$ cat src/hw/rtl/pfc_pkg.sv
package pfc_pkg;

	localparam logic [2:0] FMT_XRGB8888    = 3'd0;
	localparam logic [2:0] FMT_ARGB8888    = 3'd1;
	localparam logic [2:0] FMT_XRGB2101010 = 3'd2;
	localparam logic [2:0] FMT_XBGR2101010 = 3'd3;
	localparam logic [2:0] FMT_GRAY8       = 3'd4;

	localparam logic [0:0] REG_SOURCE_FORMAT = 1'b0;
	localparam logic [0:0] REG_TARGET_FORMAT = 1'b1;

	localparam int CH_W   = 10;
	localparam int PROD_W = 26;
	localparam int WSUM_W = 18;

	localparam logic [PROD_W-1:0] LUMA_WR = 26'd13933;
	localparam logic [PROD_W-1:0] LUMA_WG = 26'd46871;
	localparam logic [PROD_W-1:0] LUMA_WB = 26'd4732;

	localparam logic [CH_W:0] MAX10 = 11'd1023;

	typedef logic [CH_W-1:0] chan_t;

	typedef struct packed {
		logic s2;
		logic s3;
		logic s4;
	} luma_en_t;

endpackage

$ cat src/hw/rtl/pfc_luma.sv
module pfc_luma
	import pfc_pkg::*;
(
	input  logic     clk,
	input  luma_en_t en,
	input  chan_t    r,
	input  chan_t    g,
	input  chan_t    b,
	input  logic     src10,
	output logic [7:0] gray
);

	logic [PROD_W-1:0] pr_s2, pg_s2, pb_s2;
	logic              src10_s2, src10_s3, src10_s4;
	logic [PROD_W-1:0] sum_s3;
	logic [WSUM_W-1:0] w_s4;
	logic [PROD_W+7:0] scaled;
	logic [7:0]        q;
	logic [CH_W-1:0]   f;
	logic [CH_W:0]     qf;

	always_ff @(posedge clk) begin
		if (en.s2) begin
			pr_s2    <= LUMA_WR * {16'b0, r};
			pg_s2    <= LUMA_WG * {16'b0, g};
			pb_s2    <= LUMA_WB * {16'b0, b};
			src10_s2 <= src10;
		end
		if (en.s3) begin
			sum_s3   <= pr_s2 + pg_s2 + pb_s2;
			src10_s3 <= src10_s2;
		end
		if (en.s4) begin
			w_s4     <= src10_s3 ? scaled[PROD_W+7:16] : {10'b0, sum_s3[23:16]};
			src10_s4 <= src10_s3;
		end
	end

	// sum * 255 as shift and subtract
	assign scaled = {sum_s3, 8'b0} - {8'b0, sum_s3};

	// w / 1023 = q + (q + f >= 1023) with q = w >> 10, f = w mod 1024
	assign q  = w_s4[WSUM_W-1:10];
	assign f  = w_s4[9:0];
	assign qf = {3'b0, q} + {1'b0, f};

	assign gray = src10_s4 ? q + {7'b0, qf >= MAX10} : w_s4[7:0];

endmodule

$ cat src/hw/rtl/pixel_format_converter_unit.sv
// Pixel format converter.
// Pipeline: an accepted input transaction passes through registers s1 to s5 before dst_valid.
// Throughput: one pixel per clock while dst_stall is low; bubbles are squeezed out under stall.
// The luma path (multiply, sum, scale, divide) sets the pipeline depth.
// Reset: arst_n clears valid bits and both format registers (XRGB8888).
module pixel_format_converter_unit
	import pfc_pkg::*;
(
	input  logic        clk,
	input  logic        arst_n,
	input  logic        cfg_we,
	input  logic [1:0]  cfg_index,
	input  logic [2:0]  cfg_data,
	input  logic        src_valid,
	output logic        src_stall,
	input  logic [31:0] pixel_in,
	output logic        dst_valid,
	input  logic        dst_stall,
	output logic [31:0] pixel_out
);

	logic [2:0] source_format_q, target_format_q;

	logic v_s1, v_s2, v_s3, v_s4, v_s5;
	logic rdy1, rdy2, rdy3, rdy4, rdy5;

	chan_t      r_d, g_d, b_d;
	logic [7:0] a_d;
	logic       src10_d;

	chan_t      r_s1, g_s1, b_s1;
	logic [7:0] a_s1, a_s2, a_s3, a_s4;
	logic       src10_s1;
	logic [2:0] tgt_s1, tgt_s2, tgt_s3, tgt_s4;
	chan_t      r_s2, g_s2, b_s2, r_s3, g_s3, b_s3, r_s4, g_s4, b_s4;
	logic       tgt10;
	logic [7:0] gray;
	luma_en_t   luma_en;

	function automatic chan_t up10(input logic [7:0] v);
		logic [1:0] d;
		d = (v == 8'd255) ? 2'd3 : (v >= 8'd170) ? 2'd2 : (v >= 8'd85) ? 2'd1 : 2'd0;
		return {v, 2'b00} + {8'b0, d};
	endfunction

	// floor(v*255/1023) = (v >> 2) or one less
	function automatic logic [7:0] down8(input chan_t v);
		logic dec;
		dec = (v[1:0] == 2'd0 && v != 10'd0) || (v[1:0] == 2'd1 && v > 10'd341)
			|| (v[1:0] == 2'd2 && v > 10'd682);
		return v[9:2] - {7'b0, dec};
	endfunction

	function automatic chan_t rescale(input chan_t v, input logic s10, input logic t10);
		if (s10 == t10)
			return v;
		else if (t10)
			return up10(v[7:0]);
		else
			return {2'b0, down8(v)};
	endfunction

	always_ff @(posedge clk or negedge arst_n) begin
		if (!arst_n) begin
			source_format_q <= FMT_XRGB8888;
			target_format_q <= FMT_XRGB8888;
		end else if (cfg_we && cfg_index[1] == 1'b0) begin
			if (cfg_index[0] == REG_SOURCE_FORMAT)
				source_format_q <= cfg_data;
			else
				target_format_q <= cfg_data;
		end
	end

	assign rdy5 = !v_s5 || !dst_stall;
	assign rdy4 = !v_s4 || rdy5;
	assign rdy3 = !v_s3 || rdy4;
	assign rdy2 = !v_s2 || rdy3;
	assign rdy1 = !v_s1 || rdy2;

	assign src_stall = !rdy1;
	assign dst_valid = v_s5;

	always_ff @(posedge clk or negedge arst_n) begin
		if (!arst_n) begin
			v_s1 <= 1'b0;
			v_s2 <= 1'b0;
			v_s3 <= 1'b0;
			v_s4 <= 1'b0;
			v_s5 <= 1'b0;
		end else begin
			if (rdy1) v_s1 <= src_valid;
			if (rdy2) v_s2 <= v_s1;
			if (rdy3) v_s3 <= v_s2;
			if (rdy4) v_s4 <= v_s3;
			if (rdy5) v_s5 <= v_s4;
		end
	end

	always_comb begin
		a_d     = 8'hff;
		src10_d = 1'b0;
		r_d     = {2'b0, pixel_in[23:16]};
		g_d     = {2'b0, pixel_in[15:8]};
		b_d     = {2'b0, pixel_in[7:0]};
		unique case (source_format_q)
			FMT_ARGB8888: begin
				a_d = pixel_in[31:24];
			end
			FMT_XRGB2101010: begin
				src10_d = 1'b1;
				r_d     = pixel_in[29:20];
				g_d     = pixel_in[19:10];
				b_d     = pixel_in[9:0];
			end
			FMT_XBGR2101010: begin
				src10_d = 1'b1;
				b_d     = pixel_in[29:20];
				g_d     = pixel_in[19:10];
				r_d     = pixel_in[9:0];
			end
			FMT_GRAY8: begin
				r_d = {2'b0, pixel_in[7:0]};
				g_d = {2'b0, pixel_in[7:0]};
				b_d = {2'b0, pixel_in[7:0]};
			end
			default: begin
			end
		endcase
	end

	assign tgt10 = (tgt_s1 == FMT_XRGB2101010) || (tgt_s1 == FMT_XBGR2101010);

	always_ff @(posedge clk) begin
		if (rdy1) begin
			r_s1     <= r_d;
			g_s1     <= g_d;
			b_s1     <= b_d;
			a_s1     <= a_d;
			src10_s1 <= src10_d;
			tgt_s1   <= target_format_q;
		end
		if (rdy2) begin
			r_s2   <= rescale(r_s1, src10_s1, tgt10);
			g_s2   <= rescale(g_s1, src10_s1, tgt10);
			b_s2   <= rescale(b_s1, src10_s1, tgt10);
			a_s2   <= a_s1;
			tgt_s2 <= tgt_s1;
		end
		if (rdy3) begin
			r_s3   <= r_s2;
			g_s3   <= g_s2;
			b_s3   <= b_s2;
			a_s3   <= a_s2;
			tgt_s3 <= tgt_s2;
		end
		if (rdy4) begin
			r_s4   <= r_s3;
			g_s4   <= g_s3;
			b_s4   <= b_s3;
			a_s4   <= a_s3;
			tgt_s4 <= tgt_s3;
		end
		if (rdy5) begin
			unique case (tgt_s4)
				FMT_XRGB8888:    pixel_out <= {8'b0, r_s4[7:0], g_s4[7:0], b_s4[7:0]};
				FMT_ARGB8888:    pixel_out <= {a_s4, r_s4[7:0], g_s4[7:0], b_s4[7:0]};
				FMT_XRGB2101010: pixel_out <= {2'b0, r_s4, g_s4, b_s4};
				FMT_XBGR2101010: pixel_out <= {2'b0, b_s4, g_s4, r_s4};
				FMT_GRAY8:       pixel_out <= {24'b0, gray};
				default:         pixel_out <= 32'b0;
			endcase
		end
	end

	assign luma_en.s2 = rdy2;
	assign luma_en.s3 = rdy3;
	assign luma_en.s4 = rdy4;

	pfc_luma u_luma (
		.clk   (clk),
		.en    (luma_en),
		.r     (r_s1),
		.g     (g_s1),
		.b     (b_s1),
		.src10 (src10_s1),
		.gray  (gray)
	);

endmodule
$ cat config.mk
export PLATFORM = sky130hd
export DESIGN_NAME = pixel_format_converter_unit
export DESIGN_NICKNAME = d
export VERILOG_FILES = /design/src/hw/rtl/pfc_pkg.sv /design/src/hw/rtl/pfc_luma.sv /design/src/hw/rtl/pixel_format_converter_unit.sv
export SDC_FILE = /design/constraint.sdc
export NUM_CORES = 1
export LEC_CHECK = 0
export ABC_AREA = 1
export BUFFER_PORTS_ARGS = -buffer_cell sky130_fd_sc_hd__buf_2
export CAP_MARGIN = 20
export CORE_MARGIN = 8
export CORE_UTILIZATION = 35
export CTS_CLUSTER_DIAMETER = 40
export CTS_CLUSTER_SIZE = 24
export DETAILED_ROUTE_END_ITERATION = 10
export GPL_TIMING_DRIVEN = 0
export PLACE_DENSITY = 0.6
export SLEW_MARGIN = 20
export SYNTH_ARGS = -nofsm -noshare
export SYNTH_HDL_FRONTEND = slang
export SYNTH_SLANG_ARGS = --single-unit
export TNS_END_PERCENT = 20
$ cat constraint.sdc
create_clock -name clk -period 15.8 [get_ports clk]
set_clock_uncertainty 0.05 [all_clocks]
set_input_delay 3.95 -clock clk [delete_from_list [all_inputs] [get_ports clk]]
set_output_delay 3.95 -clock clk [all_outputs]
set_load 0.01 [all_outputs]
==> summary.log <==
qor: run.cap_violations 0
qor: clock_tree.buffer_depth_of_the_longest_clock_path 3
qor: sta.timing_worst_slew_pin_value 797 ps
qor: outcome.run_status completed
qor: die.die_width 286 microns
qor: clock_tree.cts_made_buffers 46
qor: clock_tree.postcts_resize_cnt 0
qor: sta.timing.final.setup_violations 0
qor: worst_setup_path.critPathRequiredTime 11800 ps
qor: clock_tree.cts-root-buf clkbuf_16
qor: sta.finalHoldViolations 0
qor: placed_design.io_buffers 75
qor: synthesis.async_flop_share 3.37%
qor: synthesis.synth-edff-count 315
qor: sta.final.min_clock_period 10260 ps
qor: worst_setup_path.cp-end-kind output port
qor: global_route.overflow 0
qor: worst_setup_path.cp.arrival 6260 ps
qor: clock_tree.path_clk_slew 60 ps
qor: sta.worst_hold_margin 360 ps
qor: synthesis.synthesis.instances 2736
qor: drt.length_of_routed_met2_wiring 30700 microns
qor: drt.final_antenna_net_count 0
qor: drt.routed_metal_1_wirelength 29900 microns
qor: synthesis.synth.avg_cell_area 9.35 sq um
qor: sta.setup_repair_after_global_routing_missed_its_margin false
qor: drt.detail_route.vias_per_cell 4.92
qor: die.core_area 72700 sq um
qor: drt.drt_drc_violations_left 0
qor: min_path.hp-class flop to flop
qor: drt.detail_route.iter0.violations 1453
qor: drt.top_signal_layer_used met4
qor: sta.max_transition_viols_final 0
qor: sta.relSlewSlack 46.7%
qor: synthesis.synth-seq-cells 326
qor: sta.max_freq 0.0975 GHz
qor: clock_tree.cts_sinks 326
qor: drt.drt-pass1-iter-count 6
qor: clock_tree.cts_tree built
qor: finish.syn2layout_area_growth 12.6%
qor: synthesis.synthesis.nets 3238
qor: worst_setup_path.critPathKind input port to output port
qor: finish.antenna_cells_inserted 0
qor: die.die_h 286 microns
qor: synthesis.synth_flop_cell edfxtp_1
qor: clock_tree.post_cts_buffers 0
qor: synthesis.post_synth_instance_area 25600 sq um
qor: worst_setup_path.cp-start-kind input port
qor: clock_tree.clkLatencyLatePin 570 ps
qor: drt.wire_per_inst 17.0 microns
qor: synthesis.netlist-cell-type-count 53
qor: synthesis.yosys_warnings 0
qor: placed_design.place.detailed.hpwl 54500 microns
qor: die.die_area 82000 sq um
qor: die.floorplan.io_pins 76
qor: global_route.grt_usage 15.6%
qor: finish.nets 3365
qor: finish.n_fill_cell 7236
qor: die.initial_utilization 35.2%
qor: sta.timing.final.crit_share 64.9%
qor: finish.post_route_cells_drive_above_1_share 7.59%
qor: synthesis.seq_area_frac_synth 38.1%
qor: clock_tree.cts-hold-fix-buffers 0
qor: drt.vias 19000
qor: placed_design.globalplace.congestion 0.906
qor: drt.routed_wl 65700 microns
qor: die.row_count 99
qor: clock_tree.cts_htree_levels 2
qor: global_route.pin_count_of_the_biggest_net_entering_global_routing 78
qor: global_route.grt_pass1_wl 102000 microns
qor: global_route.antenna_found_initial 1
qor: drt.route.met3.wl 3580 microns
qor: global_route.vias_in_the_first_global_route 18500
qor: worst_setup_path.cp_max_fo 39
placed cells by master, fill, tap and decap left out, types with 8 or more instances in the layout:
cell type	n
buf_2	85
o221ai_1	20
o21bai_1	15
nor2_2	11
inv_1	494
clkbuf_16	47
o211ai_1	9
nor3_1	33
a221o_1	8
edfxtp_1	315
inv_6	13
a221oi_1	8
xnor2_1	24
ha_1	322
a31oi_1	9
nor2_1	196
o21ai_0	117
o22ai_1	18
nand2_1	523
a21o_1	12
nand3_1	116
inv_2	13
nand4_1	40
xor2_1	67
a21oi_1	130
fa_1	138
dfrtp_1	11
critical path, cell delays in order:
cell	delay (ps)
buf_2	80
nand2_2	440
nor2_1	370
inv_4	160
nor2_1	200
inv_4	160
nor2_1	260
inv_6	190
nor2_1	250
buf_2	180
cells by family after synthesis:
logic type / Yosys count / synth area share, %
AND/OR/NAND/NOR: 952 / 15.7
buffers and inverters: 531 / 7.85
adder cells (fa/ha/maj): 460 / 26.6
AO/OA/AOI/OAI: 376 / 8.70
flip-flops: 326 / 38.1
XOR/XNOR: 91 / 3.12
final timing paths:
path / end / cells after the start / slack (ps) / start
max: src_stall / 10 / 5540 / dst_stall
min: b_s4[3]$_DFFE_PP_ / 0 / 360 / b_s3[3]$_DFFE_PP_
max reg2reg: u_luma.pr_s2[23]$_DFFE_PP_ / 16 / 10450 / r_s1[4]$_DFFE_PN_
min reg2reg: b_s4[3]$_DFFE_PP_ / 0 / 360 / b_s3[3]$_DFFE_PP_
max in group asynchronous: source_format_q[0]$_DFFE_PN0P_ / 1 / 12270 / arst_n
min in group asynchronous: target_format_q[2]$_DFFE_PN0P_ / 1 / 3200 / arst_n
Yosys cell counts (8+ instances only):
master | n | area [sq um]
o211ai_1 | 9 | 67.6
a221oi_1 | 8 | 70.1
buf_2 | 10 | 50.1
a21oi_1 | 130 | 651
nor3_1 | 33 | 165
o221ai_1 | 20 | 175
o22ai_1 | 18 | 113
inv_1 | 498 | 1870
dfrtp_1 | 11 | 275
nand4_1 | 40 | 250
a221o_1 | 8 | 80.1
fa_1 | 138 | 2760
edfxtp_1 | 315 | 9460
xor2_1 | 67 | 587
nor2_2 | 11 | 68.8
inv_2 | 12 | 45.0
nor2_1 | 196 | 736
nand3_1 | 116 | 581
nand2_1 | 524 | 1970
a31oi_1 | 9 | 56.3
a21o_1 | 12 | 90.1
o21bai_1 | 15 | 113
o21ai_0 | 117 | 586
xnor2_1 | 24 | 210
ha_1 | 322 | 4030
state kept, by name (all words and copies together) (netlist names), 18 cells and up:
name	flops
pixel_out	32
u_luma.pb_s2	21
u_luma.pg_s2	26
u_luma.pr_s2	24
u_luma.sum_s3	26
u_luma.w_s4	18
stage by stage:
| stage | cell area (sq um) | util (%) | setup slack [ps] | instances | TNS (ps) |
|---|---|---|---|---|---|
| after floorplan | 25600 | - | 1610 | 2736 | 0 |
| after global placement | 27100 | 37.3 | -1120 | 3770 | -1120 |
| after detailed placement | 27300 | 37.5 | 5470 | 3774 | 0 |
| after CTS | 28800 | 39.6 | 5460 | 3858 | 0 |
| after global routing | 28800 | 39.6 | 5220 | 3858 | 0 |
| final | 28800 | 39.6 | 5540 | 3858 | 0 |
per-layer routing:
metal	up-vias	GRT usage (%)
li1	9394	-
met1	9015	21.5
met2	486	25.6
met3	87	2.24
met4	0	4.37
met5	-	0
area by class of cell:
type / instances / area, sq um / share of cell area [%]
plain buffers: 18 / 81.3 / 0.282
clock buffers: 47 / 1180 / 4.08
clock inverters: 37 / 358 / 1.24
inverters: 513 / 1940 / 6.72
multi-input cells: 1879 / 13800 / 48.0
flip-flops and latches: 326 / 9730 / 33.8
well taps: 959 / 1200 / 4.17
repair buffers: 79 / 478 / 1.66
Power is left out: the tool's default activity adds up to more than one toggle a clock period on the data nets, which glitch-free logic cannot reach.
